--- src/hdl/sspws_pkg.sv ---
package sspws_pkg;

  localparam int MAX_WINDOW_LEN = 4096;
  localparam int SAMPLE_BITS    = 16;
  localparam int LEN_W          = $clog2(MAX_WINDOW_LEN + 1);
  localparam int IDX_W          = 16;
  localparam int THR_W          = 16;
  localparam int GAP_W          = 8;
  localparam int SUM_W          = 43;
  localparam int SQ_W           = 2 * SAMPLE_BITS;
  localparam int CMP_W          = (LEN_W > GAP_W) ? LEN_W : GAP_W;
  localparam int CFG_IDX_W      = 1;
  localparam int CFG_DATA_W     = 16;

  localparam logic [GAP_W-1:0] GAP_RESET = GAP_W'(2);
  localparam logic [LEN_W-1:0] LEN_MAX   = LEN_W'(MAX_WINDOW_LEN);
  localparam logic [SUM_W-1:0] SUM_MAX   = {SUM_W{1'b1}};

  typedef enum logic [CFG_IDX_W-1:0] {
    REG_BAND_THRESHOLD = 1'd0,
    REG_MIN_BAND_GAP   = 1'd1
  } cfg_reg_t;

  typedef enum logic [1:0] {
    POL_EMPTY = 2'd0,
    POL_POS   = 2'd1,
    POL_NEG   = 2'd2
  } polarity_t;

  typedef struct packed {
    logic                          mode;
    logic signed [SAMPLE_BITS-1:0] sample_value;
    logic [IDX_W-1:0]              sample_index;
  } sample_t;

  typedef struct packed {
    logic                   accepted;
    logic [LEN_W-1:0]       window_length;
    logic [1:0]             polarity;
    logic [SAMPLE_BITS-1:0] abs_peak;
    logic [SUM_W-1:0]       square_sum;
    logic [LEN_W-1:0]       bandwidth;
    logic [LEN_W-1:0]       band_count;
    logic [IDX_W-1:0]       start_index;
    logic [IDX_W-1:0]       end_index;
  } result_t;

  typedef struct packed {
    logic [LEN_W-1:0]       length_count;
    polarity_t              sign_state;
    logic [SAMPLE_BITS-1:0] peak_abs;
    logic [SUM_W-1:0]       energy_sum;
    logic [LEN_W-1:0]       current_run;
    logic [LEN_W-1:0]       longest_run;
    logic [LEN_W-1:0]       bands_seen;
    logic [LEN_W-1:0]       last_exit_pos;
    logic                   inside_band;
    logic [IDX_W-1:0]       first_index;
    logic [IDX_W-1:0]       latest_index;
  } win_state_t;

  typedef struct packed {
    logic [THR_W-1:0] band_threshold;
    logic [GAP_W-1:0] min_band_gap;
  } cfg_t;

  function automatic logic [LEN_W-1:0] sat_inc(input logic [LEN_W-1:0] v);
    return (v < LEN_MAX) ? v + LEN_W'(1) : LEN_MAX;
  endfunction

endpackage

--- src/hdl/sspws_update.sv ---
module sspws_update (
  input  sspws_pkg::sample_t    item,
  input  sspws_pkg::win_state_t st,
  input  sspws_pkg::cfg_t       cfg,
  output sspws_pkg::win_state_t nxt,
  output sspws_pkg::result_t    res
);

  logic                                neg;
  logic [sspws_pkg::SAMPLE_BITS-1:0]   raw;
  logic [sspws_pkg::SAMPLE_BITS-1:0]   mag;
  logic [sspws_pkg::SQ_W-1:0]          sq;
  logic [sspws_pkg::SUM_W:0]           sum_wide;
  logic                                join_ok;
  logic                                acc;
  logic [sspws_pkg::LEN_W-1:0]         len_new;
  logic [sspws_pkg::LEN_W-1:0]         run_new;
  logic [sspws_pkg::LEN_W-1:0]         gap_diff;
  logic                                gap_ok;

  assign raw      = item.sample_value;
  assign neg      = raw[sspws_pkg::SAMPLE_BITS-1];
  assign mag      = neg ? (~raw + 1'b1) : raw;
  assign sq       = mag * mag;
  assign sum_wide = {1'b0, st.energy_sum} + (sspws_pkg::SUM_W + 1)'(sq);
  assign len_new  = sspws_pkg::sat_inc(st.length_count);
  assign run_new  = sspws_pkg::sat_inc(st.current_run);
  assign gap_diff = len_new - st.last_exit_pos;
  assign gap_ok   = (st.last_exit_pos == '0) ||
                    ((len_new >= st.last_exit_pos) &&
                     (sspws_pkg::CMP_W'(gap_diff) > sspws_pkg::CMP_W'(cfg.min_band_gap)));

  always_comb begin
    nxt     = st;
    acc     = 1'b0;
    join_ok = 1'b0;
    if (item.mode) begin
      nxt.length_count  = '0;
      nxt.sign_state    = sspws_pkg::POL_EMPTY;
      nxt.peak_abs      = '0;
      nxt.energy_sum    = '0;
      nxt.current_run   = '0;
      nxt.longest_run   = '0;
      nxt.bands_seen    = '0;
      nxt.last_exit_pos = '0;
      nxt.inside_band   = 1'b0;
    end else begin
      if (st.length_count == '0) begin
        nxt.sign_state  = neg ? sspws_pkg::POL_NEG : sspws_pkg::POL_POS;
        nxt.first_index = item.sample_index;
        nxt.peak_abs    = '0;
        join_ok         = 1'b1;
      end else begin
        unique case (st.sign_state)
          sspws_pkg::POL_POS: join_ok = !neg;
          sspws_pkg::POL_NEG: join_ok = neg;
          default:            join_ok = 1'b0;
        endcase
      end
      if (join_ok) begin
        acc              = 1'b1;
        nxt.latest_index = item.sample_index;
        nxt.length_count = len_new;
        if (mag > nxt.peak_abs) begin
          nxt.peak_abs = mag;
        end
        if (cfg.band_threshold != '0) begin
          if (mag >= cfg.band_threshold) begin
            nxt.current_run = run_new;
            if (run_new > st.longest_run) begin
              nxt.longest_run = run_new;
            end
            if (!st.inside_band && gap_ok) begin
              nxt.bands_seen = sspws_pkg::sat_inc(st.bands_seen);
            end
            nxt.inside_band = 1'b1;
          end else begin
            nxt.current_run = '0;
            if (st.inside_band) begin
              nxt.last_exit_pos = len_new;
            end
            nxt.inside_band = 1'b0;
          end
        end
        if (sum_wide > {1'b0, sspws_pkg::SUM_MAX}) begin
          nxt.energy_sum = sspws_pkg::SUM_MAX;
        end else begin
          nxt.energy_sum = sum_wide[sspws_pkg::SUM_W-1:0];
        end
      end
    end
  end

  always_comb begin
    res.accepted      = acc;
    res.window_length = nxt.length_count;
    res.polarity      = nxt.sign_state;
    res.abs_peak      = nxt.peak_abs;
    res.square_sum    = nxt.energy_sum;
    res.bandwidth     = (cfg.band_threshold != '0) ? nxt.longest_run : nxt.length_count;
    res.band_count    = nxt.bands_seen;
    res.start_index   = nxt.first_index;
    res.end_index     = nxt.latest_index;
  end

endmodule

--- src/hdl/same_sign_peak_window_stats.sv ---
// channel   direction  handshake                    payload
// sample    in         sample_valid / sample_stall  sample (sspws_pkg::sample_t)
// result    out        result_valid / result_stall  result (sspws_pkg::result_t)
// cfg       in         cfg_valid / cfg_ready        cfg_index, cfg_data
//
// one item per cycle sustained while the result side is not stalled
// window statistics are computed combinationally from the input register by the
// state update path (abs, one 16x16 square, saturating 43-bit add, counters)
// reset clears window state and both valid flags, and resets the config registers
// a stalled result holds the input register; sample_stall rises only when it is full
module same_sign_peak_window_stats (
  input  logic                               clk,
  input  logic                               rst,
  input  logic                               sample_valid,
  output logic                               sample_stall,
  input  sspws_pkg::sample_t                 sample,
  output logic                               result_valid,
  input  logic                               result_stall,
  output sspws_pkg::result_t                 result,
  input  logic                               cfg_valid,
  output logic                               cfg_ready,
  input  logic [sspws_pkg::CFG_IDX_W-1:0]    cfg_index,
  input  logic [sspws_pkg::CFG_DATA_W-1:0]   cfg_data
);

  logic                  stage_valid;
  sspws_pkg::sample_t    stage_item;
  sspws_pkg::win_state_t win;
  sspws_pkg::win_state_t win_next;
  sspws_pkg::result_t    res_next;
  sspws_pkg::cfg_t       cfg;
  logic                  advance;

  assign cfg_ready    = 1'b1;
  assign advance      = !result_valid || !result_stall;
  assign sample_stall = stage_valid && !advance;

  sspws_update u_update (
    .item (stage_item),
    .st   (win),
    .cfg  (cfg),
    .nxt  (win_next),
    .res  (res_next)
  );

  always_ff @(posedge clk) begin
    if (rst) begin
      cfg.band_threshold <= '0;
      cfg.min_band_gap   <= sspws_pkg::GAP_RESET;
    end else if (cfg_valid && cfg_ready) begin
      unique case (sspws_pkg::cfg_reg_t'(cfg_index))
        sspws_pkg::REG_BAND_THRESHOLD: cfg.band_threshold <= cfg_data[sspws_pkg::THR_W-1:0];
        sspws_pkg::REG_MIN_BAND_GAP:   cfg.min_band_gap   <= cfg_data[sspws_pkg::GAP_W-1:0];
        default: ;
      endcase
    end
  end

  always_ff @(posedge clk) begin
    if (rst) begin
      stage_valid  <= 1'b0;
      result_valid <= 1'b0;
      win          <= '0;
    end else begin
      if (!sample_stall) begin
        stage_valid <= sample_valid;
      end
      if (advance) begin
        result_valid <= stage_valid;
        if (stage_valid) begin
          win <= win_next;
        end
      end
    end
  end

  always_ff @(posedge clk) begin
    if (!sample_stall) begin
      stage_item <= sample;
    end
    if (advance && stage_valid) begin
      result <= res_next;
    end
  end

`ifndef SYNTHESIS
  a_accept_has_polarity : assert property (@(posedge clk) disable iff (rst)
    result_valid && result.accepted |-> result.polarity != sspws_pkg::POL_EMPTY)
    else $error("accepted item with empty polarity");

  a_empty_matches_length : assert property (@(posedge clk) disable iff (rst)
    result_valid |-> ((result.window_length == '0) ==
                      (result.polarity == sspws_pkg::POL_EMPTY)))
    else $error("window length and polarity disagree");

  a_length_bound : assert property (@(posedge clk) disable iff (rst)
    win.length_count <= sspws_pkg::LEN_MAX && win.longest_run <= win.length_count)
    else $error("window length or run out of bounds");

  a_stall_only_full : assert property (@(posedge clk) disable iff (rst)
    sample_stall |-> stage_valid && result_valid && result_stall)
    else $error("sample stalled without a full pipeline");
`endif

endmodule

--- config.mk ---
export PLATFORM = sky130hd
export DESIGN_NAME = same_sign_peak_window_stats
export DESIGN_NICKNAME = d
export VERILOG_FILES = /design/src/hdl/sspws_pkg.sv /design/src/hdl/sspws_update.sv /design/src/hdl/same_sign_peak_window_stats.sv
export SDC_FILE = /design/constraint.sdc
export NUM_CORES = 1
export LEC_CHECK = 0
export BUFFER_PORTS_ARGS = -buffer_cell sky130_fd_sc_hd__buf_4
export CAP_MARGIN = 20
export CELL_PAD_IN_SITES_DETAIL_PLACEMENT = 2
export CELL_PAD_IN_SITES_GLOBAL_PLACEMENT = 2
export CORE_ASPECT_RATIO = 0.5
export CORE_UTILIZATION = 35
export DETAILED_ROUTE_END_ITERATION = 12
export GPL_TIMING_DRIVEN = 0
export HOLD_SLACK_MARGIN = 0.02
export PLACE_DENSITY_LB_ADDON = 0.1
export SYNTH_ARGS = -nofsm -noshare
export SYNTH_HDL_FRONTEND = slang
export SYNTH_SLANG_ARGS = --single-unit
--- constraint.sdc ---
create_clock -name clk -period 8.9 [get_ports clk]
set_input_delay 1.335 -clock clk [delete_from_list [all_inputs] [get_ports clk]]
set_output_delay 1.335 -clock clk [all_outputs]
set_load 0.1 [all_outputs]
# Word-level counts from Yosys, hierarchy flattened
# Index checks and enable logic that the tools add are counted.
[totals]
register_bits = 351
latch_bits = 0
mem_bits_rw = 0
mem_bits_ro = 0
inputBits = 55
out_inout_bits = 136
elab_cells = 98
n_memories = 0
[classes]
n_addsub = 6
mul = 1
n_div = 0
n_lt_le_gt_ge = 9
n_eq_ne = 3
shifts = 0
n_mux = 28
bitwise = 2
n_reduce_logical = 22
[op_table]
columns = ["cell", "n"]
rows = [
  ["13-bit two-way mux", 10],
  ["127-bit two-way mux", 1],
  ["112-bit two-way mux", 1],
  ["16-bit two-way mux", 4],
  ["53-bit two-way mux", 1],
  ["43-bit by 32-bit adder with 44-bit output", 1],
  ["44-bit by 43-bit greater-than comparator with 1-bit output, second input constant", 1],
  ["43-bit two-way mux", 1],
  ["13-bit by 1-bit adder with 13-bit output, second input constant", 3],
  ["13-bit < comparator, second input constant", 3],
  ["18-bit two-way mux", 2],
  ["16-bit by 16-bit multiplier with 32-bit output", 1],
  ["32-bit two-way mux", 1],
  ["13-bit zero test", 2],
  ["26-bit two-way mux", 1],
  ["16-bit by 1-bit adder with 16-bit output, second input constant", 1],
  ["16-bit greater-or-equal comparator", 1],
  ["16-bit greater-than comparator", 1],
  ["16-bit NOT", 1],
  ["16-bit nonzero test", 1],
  ["13-bit greater-or-equal comparator", 1],
  ["13-bit greater-than comparator", 1],
  ["13-bit by 8-bit greater-than comparator with 1-bit output", 1],
  ["13-bit subtractor", 1],
  ["other kinds (14)", 29],
]

# Logic depth before layout (Yosys ltp)
# Gate-level depths: netlist of run 1.
[depth]
word_depth = 13
depth_mapped = 36
mapped_depth_nobuf = 33

# Modules after synthesis
# Synthesis of run 1 repeated with hierarchy kept, for this count alone.
[unflattened]
hier_cells = 3045
area_unflattened_um2 = 26704.4
[by_module_without_submodules]
columns = ["module", "instances", "cells_each", "area_each_um2", "seq_area_each_um2"]
rows = [
  ["sspws_update", 1, 2071, 15292.2, 0.0],
  ["same_sign_peak_window_stats", 1, 974, 11412.2, 8688.3],
]

# Worst setup path before layout of run 1
# OpenSTA, ideal clock, no wires.
[synth_path]
path_kind = "register -> register"
startpoint = "register stage_item[16] (netlist name)"
endpoint = "register result[63] (netlist name), data pin"
setup_time_ns = 0.167
arrival_time_ns = 8.463
required_time_ns = 8.733
path_slack_ns = 0.270
path_stages_with_launch = 33
n_path_buf = 3
synth_period_minus_slack_ns = 8.630
path_cell_list = "edfxtp_1 > clkbuf_1 > clkinv_1 > ha_1 > nand2_1 > or3_1 > or3_1 > o41ai_1 > xor2_1 > inv_2 > nand2_1 > inv_1 > fa_1 > inv_1 > fa_1 > inv_1 > fa_1 > fa_1 > fa_1 > inv_1 > fa_1 > inv_1 > ha_1 > clkbuf_1 > nand4_1 > or3_1 > o211ai_1 > a311o_1 > nand2_1 > nor2_1 > clkbuf_1 > nor2_1 > a211oi_1"
[synth_rtl]
columns = ["item", "line_no", "source"]
rows = [
  ["from (decl)", "same_sign_peak_window_stats.sv:27", "sspws_pkg::sample_t stage_item;"],
  ["from (signal assigned)", "same_sign_peak_window_stats.sv:79", "stage_item <= sample;"],
  ["to (signal assigned)", "same_sign_peak_window_stats.sv:82", "result <= res_next;"],
  ["to (decl)", "same_sign_peak_window_stats.sv:19", "output sspws_pkg::result_t result,"],
]

==> qor.txt, run 1 <==
Status - finished, final reports clean
Final number of hold-violating endpoints - 0
Worst hold slack after final layout - 457.2 ps
Most frequent standard cell in the layout excluding fill and tap cells - sky130_fd_sc_hd__inv_1
Worst Hold Launch - win[19]
Part of the Yosys area used for sequential elements - 34.34%
Post-synthesis to final-layout area growth - 21.68%
Async SR Flop Fraction - 0%
Router iterations before antenna repair - 4
Routing usage on met1 - 32.68%
Fin worst setup slack - 124.1 ps
Initial cell density of the core - 35.52%
Critical path class - reg -> reg
Clock tree from TritonCTS - built
Residual DRC - 0
First-pass GRT wire length - 141300 um
Family with the most delay on the worst path - adder cells
Die boundary width - 382.2 um
Portion of netlist area occupied by mux cells - 2.097%
Yosys reg bits - 351
Clock period minus final worst setup slack - 8776 ps
Transition time at the pin with the least slew margin - 1115 ps
Final #Nets - 3527
Final-report max-slew violation count - 0
Portion of the clock cycle consumed by the worst path in the final layout - 98.61%
Critical path origin - stage_item[16]
Synth Area in XOR/XNOR - 2.389%
Slowest CP cell - sky130_fd_sc_hd__fa_2
Max Clock Skew - 21.01 ps
Cell count after placement - 3965
Clock sink count - 351
Quantity of I/O buffers inserted on ports - 188
Clock-pin slew on the worst setup and hold paths - 60 ps
Maximum fanout count along the critical path - 11
Number of filler cells placed in the layout - 7815
Critical Path Source Type - flip-flop
Placement-stage cell area - 28100 sq um
Remaining antenna violation count - 0
Vias in the first global route - 23785
Core area - 71220 sq um
Library cell used as clock root buffer - sky130_fd_sc_hd__clkbuf_16
# setup viols final - 0
Avg Synthesized Cell Area - 9.036 sq um
Htree depth - 2
Via/cell ratio - 5.315
Required time of the worst setup path - 9260 ps
Worst setup timing slack at the placement stage - -3139 ps
Hold buffer count at CTS - 0
Vias after detailed routing - 21721
Critical Path Sink Type - flip-flop
Simple-gate portion of the synthesized area - 14.66%
Row cnt - 69
Prevailing post-synth register cell - sky130_fd_sc_hd__dfxtp_1
Met2 usage - 43.89%
Share of final-layout standard cells stronger than drive strength 1 - 16.24%
Number of flops mapped to enable cells by yosys - 166
GRT Max-Usage Layer - met2
Arrival time at the worst endpoint - 9130 ps
Total area of multi-input combinational cells - 15260 sq um
Boundary pin count - 191
Highest clock frequency the design can meet - 113.9 MHz
Fraction of the mapped netlist area in compound gates - 13.64%
Routed wire length - 93530 um
Overflow after GRT - 0
Die area - 73430 sq um
Largest family of logic cells by synthesized area - adder cells
Global-route met3 utilization - 4.091%
Pin count of the biggest net entering global routing - 42
Post-layout instance count excluding filler cells - 4087
Number of buffer and inverter stages on the critical path - 10
Synth Cell Area - 25300 sq um
Class of the worst hold path - reg -> reg
GRT Resource Usage Total - 25.28%
Reg-to-reg startpoint - stage_item[16]
Setup repair after global routing missed its margin - true
Half-perimeter wire length after detailed placement - 71790 um
R2R setup slack - 120 ps
Number of cells produced by synthesis - 2800
Maximum number of buffers from clock root to sink - 3
Detailed router's first-iteration violation count - 1045
Wire per inst - 22.89 um
Cell area after layout - 30780 sq um
Max Cap Viol - 0
Final weighted congestion of routability-driven global placement - 0.8398
Die Y-Extent - 192.1 um
Area occupied by registers - 8688 sq um
Synthesis warning total - 0
Number of antenna violations at the first check in global routing - 2
Number of distinct library cells after synthesis - 80
Synth Area in Adders - 24.26%
Most used cell along the critical path - sky130_fd_sc_hd__fa_1
Delay of the slowest cell on the worst path - 570 ps
Worst-Skew Late Latency - 570 ps
Total CTS buffers - 39
Highest-count cells in the layout ignoring fill and taps - 419 x sky130_fd_sc_hd__inv_1, 347 x sky130_fd_sc_hd__nand2_1, 239 x sky130_fd_sc_hd__buf_4
Remaining max-slew budget at the tightest pin - 25.69%
## final cells by class
class | instances | area share (%)
buffer | 132 | 2.004
clock inverter | 22 | 0.6462
tap | 958 | 3.894
inverter | 434 | 5.479
multi-input combinational | 1886 | 49.57
timing repair buffer | 255 | 6.869
sequential | 351 | 28.22
antenna | 1 | 0.008129
clock buffer | 48 | 3.312
## metal layers
metal | up-vias | wire [um] | share of wire (%)
li1 | 9952 | - | -
met1 | 11271 | 42160 | 45
met2 | 380 | 45470 | 49
met3 | 118 | 3808 | 4.1
met4 | 0 | 2094 | 2.2
met5 | - | 0 | 0
## state kept, by name, indices dropped and copies added (netlist names)
| register | count |
|---|---|
| result | 133 |
| stage_item | 33 |
| result_valid | 1 |
| cfg | 24 |
| win | 159 |
| stage_valid | 1 |
## cell usage after synthesis (33+ instances only)
cell type	instances	area [sq um]
sky130_fd_sc_hd__nand3_1	62	310.3
sky130_fd_sc_hd__nor3_1	39	195.2
sky130_fd_sc_hd__fa_1	196	3924
sky130_fd_sc_hd__nor2_1	236	885.9
sky130_fd_sc_hd__xor2_1	35	306.5
sky130_fd_sc_hd__xnor2_1	34	297.8
sky130_fd_sc_hd__dfxtp_1	185	3704
sky130_fd_sc_hd__a21oi_1	223	1116
sky130_fd_sc_hd__inv_1	430	1614
sky130_fd_sc_hd__o21ai_0	65	325.3
sky130_fd_sc_hd__ha_1	177	2215
sky130_fd_sc_hd__clkbuf_1	119	446.7
sky130_fd_sc_hd__nand2_1	360	1351
sky130_fd_sc_hd__a211oi_1	33	247.7
sky130_fd_sc_hd__edfxtp_1	166	4985
## worst register-to-register path, delay by kind of cell (launching register included)
| kind | cells | cell delay [ps] |
|---|---|---|
| AO/OA/AOI/OAI | 4 | 970 |
| XOR/XNOR | 1 | 190 |
| adder cells (fa/ha/maj) | 8 | 3640 |
| buffers and inverters | 10 | 1200 |
| flip-flops | 1 | 450 |
| AND/OR/NAND/NOR | 11 | 2120 |
## through the flow
stage / utilization (%) / TNS (ps)
6_report: 43.22 / 0
3_5_place_dp: 39.45 / -218790
4_1_cts: 42.36 / -13.52
5_1_grt: 43.22 / -4466
2_1_floorplan: - / 0
3_3_place_gp: 39.24 / -251650
## cells by family (layout without fill, tap and decap cells)
kind of cell    after synthesis  count (layout)
other cells                   2              13
simple gates                840             840
xor+xnor                     69              69
fa+ha+maj                   373             373
mux                          49              49
compound gates              543             543
flops                       351             351
buf+inv                     573             891
## path summary, 6_finish.rpt
path,endpoint,cells past startpoint
hold / removal,win[19],2
setup / recovery,result[78],34
hold reg to reg,win[19],2
setup reg to reg,result[78],34
## what timing repair did
item	in CTS	in global routing
resized for setup	136	84
cloned	0	3
endpoints found under the setup margin	86	83
pin swaps	21	39
buffers inserted	27	29
Power of run 1 is not shown: default switching activity piles up to over one toggle a cycle in this logic, so the estimate is an artifact.
==> inputs of run 2 (changes only) <==
--- a/config.mk
+++ b/config.mk
@@ -10,7 +10,7 @@
 export CELL_PAD_IN_SITES_DETAIL_PLACEMENT = 2
 export CELL_PAD_IN_SITES_GLOBAL_PLACEMENT = 2
 export CORE_ASPECT_RATIO = 0.5
-export CORE_UTILIZATION = 35
+export CORE_UTILIZATION = 39
 export DETAILED_ROUTE_END_ITERATION = 12
 export GPL_TIMING_DRIVEN = 0
 export HOLD_SLACK_MARGIN = 0.02
==> constraint.sdc (replaced) <==
create_clock -name clk -period 8.3 [get_ports clk]
set_input_delay 1.245 -clock clk [delete_from_list [all_inputs] [get_ports clk]]
set_output_delay 1.245 -clock clk [all_outputs]
set_load 0.1 [all_outputs]
==> run 2 against run 1 <==
Against the previous run:
- the run now ends with negative setup slack left
- register-to-register slack worse by 1100 ps
- sequential cell count did not move
- count of clock-buffer cells in the layout decreased by 1
- routed wire length rose by 41%
- final area rose by 5.7%
- utilization up 7.9 points
- worst setup slack got worse by 1100 ps
- critical path type unchanged
- largest cell class unchanged
- highest routed layer is now met5
==> qor.txt, run 2 (synthesis gave the netlist of run 1 again) <==
Highest clock frequency the design can meet - 108.0 MHz (-5.2%)
Portion of the clock cycle consumed by the worst path in the final layout - 111.6% (+13 points)
Failing checks - negative setup slack
Detailed router's first-iteration violation count - 2200 (+110%)
Family with the most delay on the worst path - adder cells
# setup viols final - 86 (+86)
Count of cells along the worst hold path - 2 (unchanged)
Htree depth - 2 (unchanged)
Number of buffer and inverter stages on the critical path - 11 (+1)
Wire per inst - 32.40 um (+42%)
Instance count on the critical path - 34 (unchanged)
Class of the worst hold path - reg -> reg
Router iterations before antenna repair - 5 (+1)
Delay of the slowest cell on the worst path - 620 ps (+50 ps)
Final-report max-slew violation count - 0 (unchanged)
Post-synthesis to final-layout area growth - 28.60%
Remaining antenna violation count - 0 (unchanged)
Clock-pin slew on the worst setup and hold paths - 80 ps (+20 ps)
Fin worst setup slack - -959.9 ps (-1084 ps)
Pin count of the biggest net entering global routing - 42 (unchanged)
Via/cell ratio - 6.077 (+14%)
Number of antenna violations at the first check in global routing - 1 (-1)
Largest register FFs - 159 (unchanged)
Hold-critical path endpoint - win[42]
Most used cell along the critical path - sky130_fd_sc_hd__fa_1
Overflow after GRT - 0 (unchanged)
Total CTS buffers - 38 (-2.6%)
Initial cell density of the core - 39.78% (+4.3 points)
Transition time at the pin with the least slew margin - 1344 ps (+229.7 ps)
Remaining max-slew budget at the tightest pin - 10.38% (-15 points)
Die boundary width - 362.2 um (-5.2%)
Critical path class - reg -> reg
Quantity of I/O buffers inserted on ports - 188 (unchanged)
Reg-to-reg startpoint - stage_item[16]
Row cnt - 65 (-5.8%)
Max Clock Skew - 34.40 ps (+13.39 ps)
Most frequent standard cell in the layout excluding fill and tap cells - sky130_fd_sc_hd__inv_1
Clock period minus final worst setup slack - 9260 ps (+484.1 ps)
Critical Path Sink Type - flip-flop
Die Y-Extent - 182.1 um (-5.2%)
GRT Resource Usage Total - 34.09% (+8.8 points)
Final #Nets - 3587 (+1.7%)
Maximum number of buffers from clock root to sink - 3 (unchanged)
Largest register by flop count - win
Clock sink count - 351 (unchanged)
Share of final-layout standard cells stronger than drive strength 1 - 23.68% (+7.4 points)
Biggest registers after layout - win x159, result x133, stage_item x33
Clock tree from TritonCTS - built
Arrival time at the worst endpoint - 9530 ps (+400 ps)
Capturing point of the worst reg2reg path - result[89]
Core area - 63600 sq um (-11%)
Critical Path Source Type - flip-flop
First-pass GRT wire length - 170500 um (+21%)
Antenna diode count - 0 (-1)
Slowest CP cell - sky130_fd_sc_hd__fa_2
Highest-count cells in the layout ignoring fill and taps - 398 x sky130_fd_sc_hd__inv_1, 332 x sky130_fd_sc_hd__nand2_1, 274 x sky130_fd_sc_hd__buf_4
Maximum fanout count along the critical path - 5 (-6)
Final number of hold-violating endpoints - 0 (unchanged)
Vias in the first global route - 26751 (+12%)
Status - finished with violations
Final weighted congestion of routability-driven global placement - 0.8681 (+3.4%)
Vias after detailed routing - 24674 (+14%)
R2R setup slack - -960 ps (-1080 ps)
Worst Hold Launch - win[42]
Half-perimeter wire length after detailed placement - 71860 um (about the same)
Residual DRC - 0 (unchanged)
Boundary pin count - 191 (unchanged)
Die area - 65960 sq um (-10%)
Routed wire length - 131600 um (+41%)
Required time of the worst setup path - 8570 ps (-690 ps)
Library cell used as clock root buffer - sky130_fd_sc_hd__clkbuf_16
Setup repair after global routing missed its margin - true
Worst-Skew Late Latency - 580 ps (about the same)
Number of filler cells placed in the layout - 6636 (-15%)
Max Cap Viol - 0 (unchanged)
Reg2reg path depth - 34 (unchanged)
Worst hold slack after final layout - 457.1 ps (-0.09300 ps)
-- run 2: changes by cell type in the layout (fill, tap and decap cells not counted), moves of 15 or more --
cell and delta:
sky130_fd_sc_hd__a211oi_1 -17, sky130_fd_sc_hd__a211oi_2 +16, sky130_fd_sc_hd__a21oi_1 -31, sky130_fd_sc_hd__a21oi_2 +18, sky130_fd_sc_hd__buf_4 +35, sky130_fd_sc_hd__buf_6 +15, sky130_fd_sc_hd__inv_1 -21, sky130_fd_sc_hd__inv_2 +19
sky130_fd_sc_hd__nand2_1 -15, sky130_fd_sc_hd__nor2_1 -24, sky130_fd_sc_hd__nor2_4 +17
-- run 2: area by class of cell --
| type | instances | area (sq um) | share of cell area, % |
|---|---|---|---|
| Buffer | 133 | 710.7 | 2.184 |
| Sequential cell | 351 | 8688 | 26.70 |
| Tap cell | 871 | 1090 | 3.349 |
| Inverter | 434 | 1682 | 5.168 |
| Multi-Input combinational cell | 1886 | 16370 | 50.31 |
| Timing Repair Buffer | 315 | 2700 | 8.298 |
| Clock inverter | 23 | 261.5 | 0.8037 |
| Clock buffer | 47 | 1037 | 3.188 |
-- run 2: worst max path at each step --
stage                       to      startpoint
floorplan           result[96]  stage_item[16]
global placement    result[62]  stage_item[16]
detailed placement  result[62]  stage_item[16]
CTS                 result[64]  stage_item[16]
global route        result[89]  stage_item[16]
finish              result[89]  stage_item[16]
-- run 2: per-layer routing --
metal	global-route usage [%]	vias to the layer above	share of wire (%)
met5	0	-	0.0099
met3	6.258	602	7.4
met1	40.33	12628	37
li1	-	10084	-
met4	15.43	2	7.4
met2	60.31	1358	48
-- run 2: timing repair --
action                                  in CTS  in global routing
pin swaps                                   72                 76
gates cloned                                 2                  2
endpoints found under the hold margin        0                  0
endpoints found under the setup margin      86                 86
buffers inserted                            82                 35
gates resized for setup                    273                247
hold buffers                                 0                  0
-- run 2: stage by stage --
stage | TNS, ps | cell area, sq um | utilization, % | cells | worst slack, ps
6_report | -64670 | 32540 | 51.16 | 4060 | -959.9
5_1_grt | -73160 | 32540 | 51.16 | 4060 | -1027
4_1_cts | -1324 | 31150 | 48.98 | 4024 | -111.8
3_5_place_dp | -204210 | 27990 | 44.01 | 3876 | -2680
3_3_place_gp | -311140 | 27870 | 43.82 | 3869 | -3165
2_1_floorplan | 0 | 25370 | - | 2810 | 4.682
-- run 2: worst register-to-register path, delay by kind of cell, from the launching register on --
family / cells / cell delay (ps)
AO/OA/AOI/OAI: 3 / 720
XOR/XNOR: 2 / 710
adder cells (fa/ha/maj): 8 / 3760
buffers and inverters: 11 / 1210
flip-flops: 1 / 500
AND/OR/NAND/NOR: 10 / 2080
Power of run 2 is left out for the same reason.
